`src/rtl/olc_pkg.sv`:
```
// Shared types and constants of the occupancy lamp controller.
// Used by olc_front, olc_queue, olc_back and the top level.
`default_nettype none

package olc_pkg;

  // Time stamps and elapsed-time arithmetic wrap at this width
  localparam int TIME_BITS = 32;
  localparam int CFG_BITS  = 16;

  // Item queue between front and back
  localparam int QDEPTH = 4;
  localparam int QPTR_W = $clog2(QDEPTH);
  localparam int QCNT_W = $clog2(QDEPTH + 1);

  // Report slots per item
  localparam int MAX_REPORTS = 3;
  localparam int REP_IDX_W   = $clog2(MAX_REPORTS);
  localparam int REP_CNT_W   = $clog2(MAX_REPORTS + 1);

  // Stream operation selector
  localparam logic OPERATION_POLL    = 1'b0;
  localparam logic OPERATION_COMMAND = 1'b1;

  // Lamp command bytes
  localparam logic [7:0] CMD_MANUAL_ON = 8'hFF;
  localparam logic [7:0] CMD_OFF       = 8'h00;
  localparam logic [7:0] CMD_ON        = 8'h01;

  // Configuration register indexes
  localparam logic [1:0] CFG_HOLD_TIME     = 2'd0;
  localparam logic [1:0] CFG_FAULT_CONFIRM = 2'd1;
  localparam logic [1:0] CFG_FAULT_CLEAR   = 2'd2;
  localparam logic [1:0] CFG_INITIAL_FAULT = 2'd3;

  // Reset values of the configuration registers
  localparam logic [CFG_BITS-1:0] HOLD_TIME_RESET     = 16'd10000;
  localparam logic [CFG_BITS-1:0] FAULT_CONFIRM_RESET = 16'd3000;
  localparam logic [CFG_BITS-1:0] FAULT_CLEAR_RESET   = 16'd3000;

  // Report kinds
  typedef enum logic [1:0] {
    REPORT_LAMP   = 2'd0,
    REPORT_MOTION = 2'd1,
    REPORT_FAULT  = 2'd2
  } report_kind_t;

  // Classified work item
  typedef enum logic [1:0] {
    ITEM_POLL      = 2'd0,
    ITEM_MANUAL_ON = 2'd1,
    ITEM_OFF       = 2'd2,
    ITEM_ON        = 2'd3
  } item_kind_t;

  typedef struct packed {
    item_kind_t           kind;
    logic [TIME_BITS-1:0] now_ms;
    logic                 motion_seen;
    logic                 lamp_dark_fault;
  } item_t;

  // One pending report
  typedef struct packed {
    report_kind_t kind;
    logic         value;
  } report_t;

  // Configuration seen by the back end
  typedef struct packed {
    logic [CFG_BITS-1:0] hold_time_ms;
    logic [CFG_BITS-1:0] fault_confirm_ms;
    logic [CFG_BITS-1:0] fault_clear_ms;
    logic                initial_fault;
  } cfg_t;

endpackage

`default_nettype wire

```
`src/rtl/occupancy_lamp_controller_unit.sv`:
```
// Top level of the occupancy lamp controller: stream ports, configuration
// registers, front end, item queue and back end. Depends on olc_pkg.
`default_nettype none

// An item is taken and classified into a front register and passed
// through a four-entry queue to the back end. The back end takes an item and
// then sends its reports one per cycle while the output is not stalled, up to
// three per item from its report buffer; it can take the next item as the last
// report is loaded into the output register. The queue and the front register
// hold items while reports wait on a stalled output; once both are full the
// input stalls. Ignored commands (unknown byte or zero length) are dropped by
// the front end and give no transaction out. Configuration is written through
// cfg_we/cfg_index/cfg_data; the user must write it only while idle, as the block does not enforce it.

module occupancy_lamp_controller_unit (
  input  wire logic        clk,
  input  wire logic        rst,
  // Input stream
  input  wire logic        s_axis_tvalid,
  output logic             s_axis_tready,
  // [31:0] now_ms, [32] motion_seen, [33] lamp_dark_fault,
  // [41:34] command_byte, [47:42] command_length
  input  wire logic [47:0] s_axis_tdata,
  // [0] operation
  input  wire logic        s_axis_tuser,
  // Output stream
  output logic             m_axis_tvalid,
  input  wire logic        m_axis_tready,
  // [0] report_value, [1] lamp_on, [2] override_active, [7:3] zero
  output logic [7:0]       m_axis_tdata,
  // [1:0] report_kind
  output logic [1:0]       m_axis_tuser,
  output logic             m_axis_tlast,
  // Configuration write port
  input  wire logic        cfg_we,
  input  wire logic [1:0]  cfg_index,
  input  wire logic [15:0] cfg_data
);

  olc_pkg::cfg_t    cfg;
  logic             push_valid;
  logic             push_ready;
  olc_pkg::item_t   push_item;
  logic             pop_valid;
  logic             pop_ready;
  olc_pkg::item_t   pop_item;
  olc_pkg::report_t out_report;
  logic             out_lamp_on;
  logic             out_override;

  // Configuration registers
  always_ff @(posedge clk) begin
    if (rst) begin
      cfg.hold_time_ms     <= olc_pkg::HOLD_TIME_RESET;
      cfg.fault_confirm_ms <= olc_pkg::FAULT_CONFIRM_RESET;
      cfg.fault_clear_ms   <= olc_pkg::FAULT_CLEAR_RESET;
      cfg.initial_fault    <= 1'b0;
    end else if (cfg_we) begin
      unique case (cfg_index)
        olc_pkg::CFG_HOLD_TIME:     cfg.hold_time_ms     <= cfg_data;
        olc_pkg::CFG_FAULT_CONFIRM: cfg.fault_confirm_ms <= cfg_data;
        olc_pkg::CFG_FAULT_CLEAR:   cfg.fault_clear_ms   <= cfg_data;
        olc_pkg::CFG_INITIAL_FAULT: cfg.initial_fault    <= cfg_data[0];
        default:                    cfg.initial_fault    <= cfg.initial_fault;
      endcase
    end
  end

  olc_front u_front (
    .clk             (clk),
    .rst             (rst),
    .in_valid        (s_axis_tvalid),
    .in_ready        (s_axis_tready),
    .operation       (s_axis_tuser),
    .now_ms          (s_axis_tdata[31:0]),
    .motion_seen     (s_axis_tdata[32]),
    .lamp_dark_fault (s_axis_tdata[33]),
    .command_byte    (s_axis_tdata[41:34]),
    .command_length  (s_axis_tdata[47:42]),
    .push_valid      (push_valid),
    .push_ready      (push_ready),
    .push_item       (push_item)
  );

  olc_queue u_queue (
    .clk        (clk),
    .rst        (rst),
    .push_valid (push_valid),
    .push_ready (push_ready),
    .push_item  (push_item),
    .pop_valid  (pop_valid),
    .pop_ready  (pop_ready),
    .pop_item   (pop_item)
  );

  olc_back u_back (
    .clk          (clk),
    .rst          (rst),
    .cfg          (cfg),
    .item_valid   (pop_valid),
    .item_ready   (pop_ready),
    .item         (pop_item),
    .out_valid    (m_axis_tvalid),
    .out_ready    (m_axis_tready),
    .out_report   (out_report),
    .out_lamp_on  (out_lamp_on),
    .out_override (out_override),
    .out_last     (m_axis_tlast)
  );

  // Pack the result transaction
  assign m_axis_tuser = out_report.kind;
  assign m_axis_tdata = {5'd0, out_override, out_lamp_on, out_report.value};

endmodule

`default_nettype wire

```
`src/rtl/olc_front.sv`:
```
// Front end: registers an accepted transaction and classifies it.
// Ignored commands are dropped here. Depends on olc_pkg.
`default_nettype none

module olc_front (
  input  wire logic          clk,
  input  wire logic          rst,
  input  wire logic          in_valid,
  output logic               in_ready,
  input  wire logic          operation,
  input  wire logic [31:0]   now_ms,
  input  wire logic          motion_seen,
  input  wire logic          lamp_dark_fault,
  input  wire logic [7:0]    command_byte,
  input  wire logic [5:0]    command_length,
  output logic               push_valid,
  input  wire logic          push_ready,
  output olc_pkg::item_t     push_item
);

  logic           f_valid;
  logic           f_drop;
  olc_pkg::item_t f_item;
  logic           f_drop_next;
  olc_pkg::item_t f_item_next;
  logic           release_item;

  // Classify the incoming transaction
  always_comb begin
    f_item_next.now_ms          = now_ms[olc_pkg::TIME_BITS-1:0];
    f_item_next.motion_seen     = motion_seen;
    f_item_next.lamp_dark_fault = lamp_dark_fault;
    f_item_next.kind            = olc_pkg::ITEM_POLL;
    f_drop_next                 = 1'b0;
    if (operation == olc_pkg::OPERATION_COMMAND) begin
      if (command_length == 6'd0) begin
        f_drop_next = 1'b1;
      end else if (command_byte == olc_pkg::CMD_MANUAL_ON) begin
        f_item_next.kind = olc_pkg::ITEM_MANUAL_ON;
      end else if (command_byte == olc_pkg::CMD_OFF) begin
        f_item_next.kind = olc_pkg::ITEM_OFF;
      end else if (command_byte == olc_pkg::CMD_ON) begin
        f_item_next.kind = olc_pkg::ITEM_ON;
      end else begin
        f_drop_next = 1'b1;
      end
    end
  end

  assign release_item = f_valid && (f_drop || push_ready);
  assign in_ready     = !f_valid || release_item;
  assign push_valid   = f_valid && !f_drop;
  assign push_item    = f_item;

  // Hold the classified item until the queue takes it
  always_ff @(posedge clk) begin
    if (rst) begin
      f_valid <= 1'b0;
    end else if (in_ready) begin
      f_valid <= in_valid;
    end
  end

  always_ff @(posedge clk) begin
    if (in_ready && in_valid) begin
      f_item <= f_item_next;
      f_drop <= f_drop_next;
    end
  end

endmodule

`default_nettype wire

```
`src/rtl/olc_queue.sv`:
```
// Short item queue between front and back end.
// Register array with head/tail pointers. Depends on olc_pkg.
`default_nettype none

module olc_queue (
  input  wire logic          clk,
  input  wire logic          rst,
  input  wire logic          push_valid,
  output logic               push_ready,
  input  wire olc_pkg::item_t push_item,
  output logic               pop_valid,
  input  wire logic          pop_ready,
  output olc_pkg::item_t     pop_item
);

  olc_pkg::item_t                  slots [olc_pkg::QDEPTH];
  logic [olc_pkg::QPTR_W-1:0]      wr_ptr;
  logic [olc_pkg::QPTR_W-1:0]      rd_ptr;
  logic [olc_pkg::QCNT_W-1:0]      count;
  logic                            do_push;
  logic                            do_pop;

  assign push_ready = (count != olc_pkg::QCNT_W'(olc_pkg::QDEPTH));
  assign pop_valid  = (count != '0);
  assign pop_item   = slots[rd_ptr];
  assign do_push    = push_valid && push_ready;
  assign do_pop     = pop_valid && pop_ready;

  // Advance pointers and occupancy
  always_ff @(posedge clk) begin
    if (rst) begin
      wr_ptr <= '0;
      rd_ptr <= '0;
      count  <= '0;
    end else begin
      if (do_push) begin
        wr_ptr <= wr_ptr + 1'b1;
      end
      if (do_pop) begin
        rd_ptr <= rd_ptr + 1'b1;
      end
      unique case ({do_push, do_pop})
        2'b10:   count <= count + 1'b1;
        2'b01:   count <= count - 1'b1;
        default: count <= count;
      endcase
    end
  end

  // Store the pushed item
  always_ff @(posedge clk) begin
    if (do_push) begin
      slots[wr_ptr] <= push_item;
    end
  end

endmodule

`default_nettype wire

```
`src/rtl/olc_back.sv`:
```
// Back end: applies each item to the lamp, motion and fault state and
// streams out its reports one per cycle while the output is not stalled. Depends on olc_pkg.
`default_nettype none

module olc_back (
  input  wire logic          clk,
  input  wire logic          rst,
  input  wire olc_pkg::cfg_t cfg,
  input  wire logic          item_valid,
  output logic               item_ready,
  input  wire olc_pkg::item_t item,
  output logic               out_valid,
  input  wire logic          out_ready,
  output olc_pkg::report_t   out_report,
  output logic               out_lamp_on,
  output logic               out_override,
  output logic               out_last
);

  // Controller state
  logic                          lamp_state,      lamp_state_next;
  logic                          manual_mode,     manual_mode_next;
  logic [olc_pkg::TIME_BITS-1:0] detect_time,     detect_time_next;
  logic                          motion_reported, motion_reported_next;
  logic                          fault_pending,   fault_pending_next;
  logic [olc_pkg::TIME_BITS-1:0] fault_start_time, fault_start_time_next;
  logic                          fault_latched,   fault_latched_next;
  logic                          fault_loaded,    fault_loaded_next;

  // Report buffer of the item in flight
  olc_pkg::report_t              reps [olc_pkg::MAX_REPORTS];
  olc_pkg::report_t              reps_next [olc_pkg::MAX_REPORTS];
  logic [olc_pkg::REP_CNT_W-1:0] rem;
  logic [olc_pkg::REP_CNT_W-1:0] rep_cnt_next;
  logic [olc_pkg::REP_IDX_W-1:0] idx;
  logic                          buf_lamp;
  logic                          buf_manual;

  logic [olc_pkg::TIME_BITS-1:0] fault_elapsed;
  logic [olc_pkg::TIME_BITS-1:0] detect_elapsed;
  logic                          confirm_due;
  logic                          clear_due;
  logic                          hold_due;
  logic                          latched_now;
  logic                          advance;
  logic                          pop;

  // Wrapping elapsed times against the configured limits
  assign fault_elapsed  = item.now_ms - fault_start_time;
  assign detect_elapsed = item.now_ms - detect_time;
  assign confirm_due = fault_elapsed >= olc_pkg::TIME_BITS'(cfg.fault_confirm_ms);
  assign clear_due   = fault_elapsed >= olc_pkg::TIME_BITS'(cfg.fault_clear_ms);
  assign hold_due    = detect_elapsed >= olc_pkg::TIME_BITS'(cfg.hold_time_ms);
  assign latched_now = fault_loaded ? fault_latched : cfg.initial_fault;

  assign advance    = !out_valid || out_ready;
  assign pop        = item_valid &&
                      ((rem == '0) || ((rem == olc_pkg::REP_CNT_W'(1)) && advance));
  assign item_ready = pop;

  // Apply one item to the state and list its reports
  always_comb begin
    lamp_state_next       = lamp_state;
    manual_mode_next      = manual_mode;
    detect_time_next      = detect_time;
    motion_reported_next  = motion_reported;
    fault_pending_next    = fault_pending;
    fault_start_time_next = fault_start_time;
    fault_latched_next    = fault_latched;
    fault_loaded_next     = fault_loaded;
    rep_cnt_next          = '0;
    for (int i = 0; i < olc_pkg::MAX_REPORTS; i++) begin
      reps_next[i].kind  = olc_pkg::REPORT_LAMP;
      reps_next[i].value = 1'b0;
    end
    unique case (item.kind)
      olc_pkg::ITEM_POLL: begin
        fault_loaded_next  = 1'b1;
        fault_latched_next = latched_now;
        // Debounce the lamp-dark fault
        if (item.lamp_dark_fault) begin
          if (!fault_pending) begin
            fault_pending_next    = 1'b1;
            fault_start_time_next = item.now_ms;
          end else if (confirm_due && !latched_now) begin
            reps_next[rep_cnt_next[olc_pkg::REP_IDX_W-1:0]] = '{olc_pkg::REPORT_FAULT, 1'b1};
            rep_cnt_next       = rep_cnt_next + 1'b1;
            fault_latched_next = 1'b1;
          end
        end else if (latched_now && clear_due) begin
          reps_next[rep_cnt_next[olc_pkg::REP_IDX_W-1:0]] = '{olc_pkg::REPORT_FAULT, 1'b0};
          rep_cnt_next       = rep_cnt_next + 1'b1;
          fault_pending_next = 1'b0;
          fault_latched_next = 1'b0;
        end
        // Automatic occupancy control
        if (!manual_mode) begin
          if (item.motion_seen) begin
            detect_time_next = item.now_ms;
            if (!motion_reported) begin
              reps_next[rep_cnt_next[olc_pkg::REP_IDX_W-1:0]] =
                '{olc_pkg::REPORT_MOTION, 1'b1};
              rep_cnt_next         = rep_cnt_next + 1'b1;
              motion_reported_next = 1'b1;
            end
            if (!lamp_state) begin
              reps_next[rep_cnt_next[olc_pkg::REP_IDX_W-1:0]] = '{olc_pkg::REPORT_LAMP, 1'b1};
              rep_cnt_next    = rep_cnt_next + 1'b1;
              lamp_state_next = 1'b1;
            end
          end else if (lamp_state && hold_due) begin
            reps_next[rep_cnt_next[olc_pkg::REP_IDX_W-1:0]] = '{olc_pkg::REPORT_LAMP, 1'b0};
            rep_cnt_next         = rep_cnt_next + 1'b1;
            lamp_state_next      = 1'b0;
            motion_reported_next = 1'b0;
          end
        end
      end
      olc_pkg::ITEM_MANUAL_ON: begin
        manual_mode_next = 1'b1;
        lamp_state_next  = 1'b1;
        if (!lamp_state) begin
          reps_next[0] = '{olc_pkg::REPORT_LAMP, 1'b1};
          rep_cnt_next = olc_pkg::REP_CNT_W'(1);
        end
      end
      olc_pkg::ITEM_OFF: begin
        manual_mode_next = 1'b0;
        lamp_state_next  = 1'b0;
        if (lamp_state) begin
          reps_next[0] = '{olc_pkg::REPORT_LAMP, 1'b0};
          rep_cnt_next = olc_pkg::REP_CNT_W'(1);
        end
      end
      olc_pkg::ITEM_ON: begin
        lamp_state_next = 1'b1;
        if (!lamp_state) begin
          reps_next[0] = '{olc_pkg::REPORT_LAMP, 1'b1};
          rep_cnt_next = olc_pkg::REP_CNT_W'(1);
        end
      end
      default: begin
        lamp_state_next = lamp_state;
      end
    endcase
  end

  // Commit state on pop
  always_ff @(posedge clk) begin
    if (rst) begin
      lamp_state       <= 1'b0;
      manual_mode      <= 1'b0;
      detect_time      <= '0;
      motion_reported  <= 1'b0;
      fault_pending    <= 1'b0;
      fault_start_time <= '0;
      fault_latched    <= 1'b0;
      fault_loaded     <= 1'b0;
    end else if (pop) begin
      lamp_state       <= lamp_state_next;
      manual_mode      <= manual_mode_next;
      detect_time      <= detect_time_next;
      motion_reported  <= motion_reported_next;
      fault_pending    <= fault_pending_next;
      fault_start_time <= fault_start_time_next;
      fault_latched    <= fault_latched_next;
      fault_loaded     <= fault_loaded_next;
    end
  end

  // Drain the report buffer into the output register
  always_ff @(posedge clk) begin
    if (rst) begin
      rem       <= '0;
      idx       <= '0;
      out_valid <= 1'b0;
    end else begin
      if (advance) begin
        out_valid <= (rem != '0);
      end
      if (advance && (rem != '0)) begin
        rem <= rem - 1'b1;
        idx <= idx + 1'b1;
      end
      if (pop) begin
        rem <= rep_cnt_next;
        idx <= '0;
      end
    end
  end

  always_ff @(posedge clk) begin
    if (advance && (rem != '0)) begin
      out_report   <= reps[idx];
      out_lamp_on  <= buf_lamp;
      out_override <= buf_manual;
      out_last     <= (rem == olc_pkg::REP_CNT_W'(1));
    end
    if (pop) begin
      reps       <= reps_next;
      buf_lamp   <= lamp_state_next;
      buf_manual <= manual_mode_next;
    end
  end

endmodule

`default_nettype wire

```
`config.mk`:
```
export PLATFORM = sky130hd
export DESIGN_NAME = occupancy_lamp_controller_unit
export DESIGN_NICKNAME = d
export VERILOG_FILES = /design/src/rtl/olc_pkg.sv /design/src/rtl/occupancy_lamp_controller_unit.sv /design/src/rtl/olc_front.sv /design/src/rtl/olc_queue.sv /design/src/rtl/olc_back.sv
export SDC_FILE = /design/constraint.sdc
export NUM_CORES = 1
export LEC_CHECK = 0
export BUFFER_PORTS_ARGS = -buffer_cell sky130_fd_sc_hd__clkbuf_2
export CAP_MARGIN = 20
export CELL_PAD_IN_SITES_DETAIL_PLACEMENT = 2
export CELL_PAD_IN_SITES_GLOBAL_PLACEMENT = 2
export CORE_UTILIZATION = 44
export CTS_CLUSTER_DIAMETER = 120
export CTS_CLUSTER_SIZE = 40
export DETAILED_ROUTE_END_ITERATION = 8
export GPL_ROUTABILITY_DRIVEN = 0
export PLACE_DENSITY_LB_ADDON = 0.1
export REMOVE_ABC_BUFFERS = 1
export SLEW_MARGIN = 20
export SYNTH_ARGS = -nofsm -noshare
export SYNTH_HDL_FRONTEND = slang
export SYNTH_HIERARCHICAL = 1
export SYNTH_SLANG_ARGS = --single-unit
```
`constraint.sdc`:
```
create_clock -name clk -period 18.1 [get_ports clk]
set_input_delay 2.715 -clock clk [delete_from_list [all_inputs] [get_ports clk]]
set_output_delay 2.715 -clock clk [all_outputs]
set_load 0.02 [all_outputs]
```
==> flow_summary.yaml <==
floorplanning:
  rows: 73
  die_area_um2: 41200
  pin_count: 85
  die_w_um: 203
  coreArea_um2: 39800
  die_h_um: 203
  start_util_pct: 44.7
global_routing:
  grt_pass1_wl_um: 79600
  grt_pass1_vias: 14000
  grtUsageTotal_pct: 24.8
  antenna_found_initial: 1
  grt_max_degree: 96
  overflow: 0
sta:
  post-route-period-util_pct: 39.8
  rsz0062_at_grt: "false"
  max_freq_mhz: 139
  slew_violations: 0
  finalHoldViolCount: 0
  min_period_ns: 7.20
  fin_skew_ns: 0.0482
  setup_tns_ns: 0
  setup_viol: 0
  relSlewSlack_pct: 30.6
  timing.final.ws_setup_ns: 10.90
  tightest_slew_ns: 1.04
worst_setup_path:
  rrSetupSlack_ns: 10.90
  slowest_stage: "dfxtp_2"
  crit_family: "compound AO/OA/AOI/OAI gates"
  end_kind: "register"
  r2r_cells: 28
  cp-start-kind: "register"
  critPathBufInv: 1
  critPathKind: "register to register"
  cp_max_fo: 24
  r2r_end: "u_back/rem[0]"
  cp.arrival_ns: 7.65
  cp.required_ns: 18.55
  cpPeakStageDelay_ns: 0.75
synth:
  synth_edf_count: 195
  synth_largest_area_cell: "edfxtp_1"
  seq_area_frac_synth_pct: 48.0
  synth-main-ff-cell: "edfxtp_1"
  synth-seq-cells: 329
  synth_area_um2: 17800
  synthArstFlopShare_pct: 0
  syn_inst: 1700
  synth_top_cell_area_share_pct: 32.9
  synth_area_per_cell_um2: 10.5
  ys_top_cells_by_area: "edfxtp_1, dfxtp_1, ha_1"
  ys_warn_count: 6
  ys_types: 91
clocking:
  hold_buffers: 0
  post_cts_buffers: 0
  cts_resized: 0
  cts_root_buffer: "clkbuf_16"
  clock-sinks: 329
  cts_tree: "yes"
  htreeDepth: 1
  path_clk_slew_ns: 0.12
  clk_latency_ns: 0.56
  cts_buffer_depth: 3
  cts_buffers: 13
hold_path:
  hold-path-cell-count: 0
  hold_start: "u_back/buf_lamp"
  hp-class: "register to register"
  holdPathEnd: "u_back/out_lamp_on"
pwr:
  p_per_area_nw_per_um2: 79.4
  internal-power_w: 0.00109
  power_switching_w: 0.000422
  ir_worst_vdd_mv: 0.0971
  switching_share_pct: 27.9
  clkPwrFrac_pct: 27.4
  p_leak_nw: 7.03
  p_comb_share_pct: 17.0
  p_seq_share_pct: 55.6
drt:
  drt_iter0_drc: 613
  wl_um: 50800
  routed_via_density: 5.68
  firstDrtPassIters: 4
  drc: 0
  wl_per_cell_um: 22.3
  vias: 12900
  ant_nets: 0
placement:
  dpl_worst_slack_ns: 11.00
  hpwl_um: 37600
  place.port_buffers: 79
layout:
  drive_above_1_share_pct: 9.33
  layout_common_cells: "edfxtp_1, nand2_1, a21oi_1"
  final_common_cell: "edfxtp_1"
  syn_to_final_growth_pct: 7.18
  finalNetCount: 1942
flow_run:
  drv_cap: 0
outcome:
  outcome: "finished clean"
-- synthesized netlist by cell type, drive strengths merged, types with 32 or more instances --
cell type	n
edfxtp	195
nand2	195
a21oi	167
inv	153
dfxtp	134
ha	127
nor2	107
mux2i	59
nand2b	58
o21ai	56
clkbuf	46
mux4	36
a21o	32
-- kinds of logic after synthesis --
family	share of synthesized area (%)
compound gates	13.1
xor+xnor	2.27
fa+ha+maj	9.27
buf+inv	5.31
flops	48.0
mux	8.32
other cells	0.0211
simple gates	13.7
-- cell type report --
class	count	area, um2
antenna	1	2.50
clock buffer	16	337
clock inverter	6	119
fill	4169	20800
inverter	153	574
multi-input combinational	1152	8350
sequential	329	8540
tap	525	657
timing repair buffer	91	488
-- per-layer routing --
layer | GRT usage [%] | up-vias | part of all wire (%)
li1 | - | 6119 | -
met1 | 32.7 | 6556 | 45
met2 | 43.7 | 189 | 50
met3 | 2.07 | 47 | 2.9
met4 | 6.23 | 0 | 2.0
met5 | 0 | - | 0
-- state kept, by name, indices dropped and copies added (netlist names), 2 cells and up, named ones only --
signal                   flops
u_back/out_report            3
u_back/idx                   2
cfg                         49
u_queue/count                3
u_queue/rd_ptr               2
u_back/fault_start_time     32
u_front/push_item           36
u_queue/slots              144
u_back/rem                   2
u_back/reps                  6
u_back/detect_time          32
u_queue/wr_ptr               2
-- per-stage QoR --
stage / util, % / cells / total power, W / hold slack, ns / area [um2]
finish: 47.9 / 2273 / 0.00151 / 0.435 / 19100
CTS: 47.9 / 2272 / 0.00153 / 0.442 / 19100
global route: 47.9 / 2272 / 0.00158 / 0.453 / 19100
detailed placement: 46.7 / 2250 / 0.00112 / 0.412 / 18600
floorplan: - / 1634 / 0.00102 / 0.400 / 17400
global placement: 46.7 / 2250 / 0.00110 / 0.405 / 18600
-- power by group through the flow --
stage | Combinational (W) | Clock (W) | Sequential [W]
finish | 0.000258 | 0.000414 | 0.000842
floorplan | 0.000162 | 0 | 0.000863
detailed placement | 0.000257 | 0 | 0.000860
global placement | 0.000245 | 0 | 0.000856
global route | 0.000285 | 0.000448 | 0.000847
CTS | 0.000260 | 0.000428 | 0.000843
-- worst max path at each step --
stage / start / to / slack (ns) / cells after the start
after global routing: register / u_back/rem[0] / 10.29 / 28
after CTS: register / u_back/rem[0] / 10.90 / 28
final: register / u_back/rem[0] / 10.90 / 28
after floorplan: register / u_back/rem[0] / 11.13 / 30
after detailed placement: register / u_back/rem[0] / 11.00 / 28
after global placement: register / u_back/rem[0] / 11.22 / 28
Power figures use the tool's default switching activity.
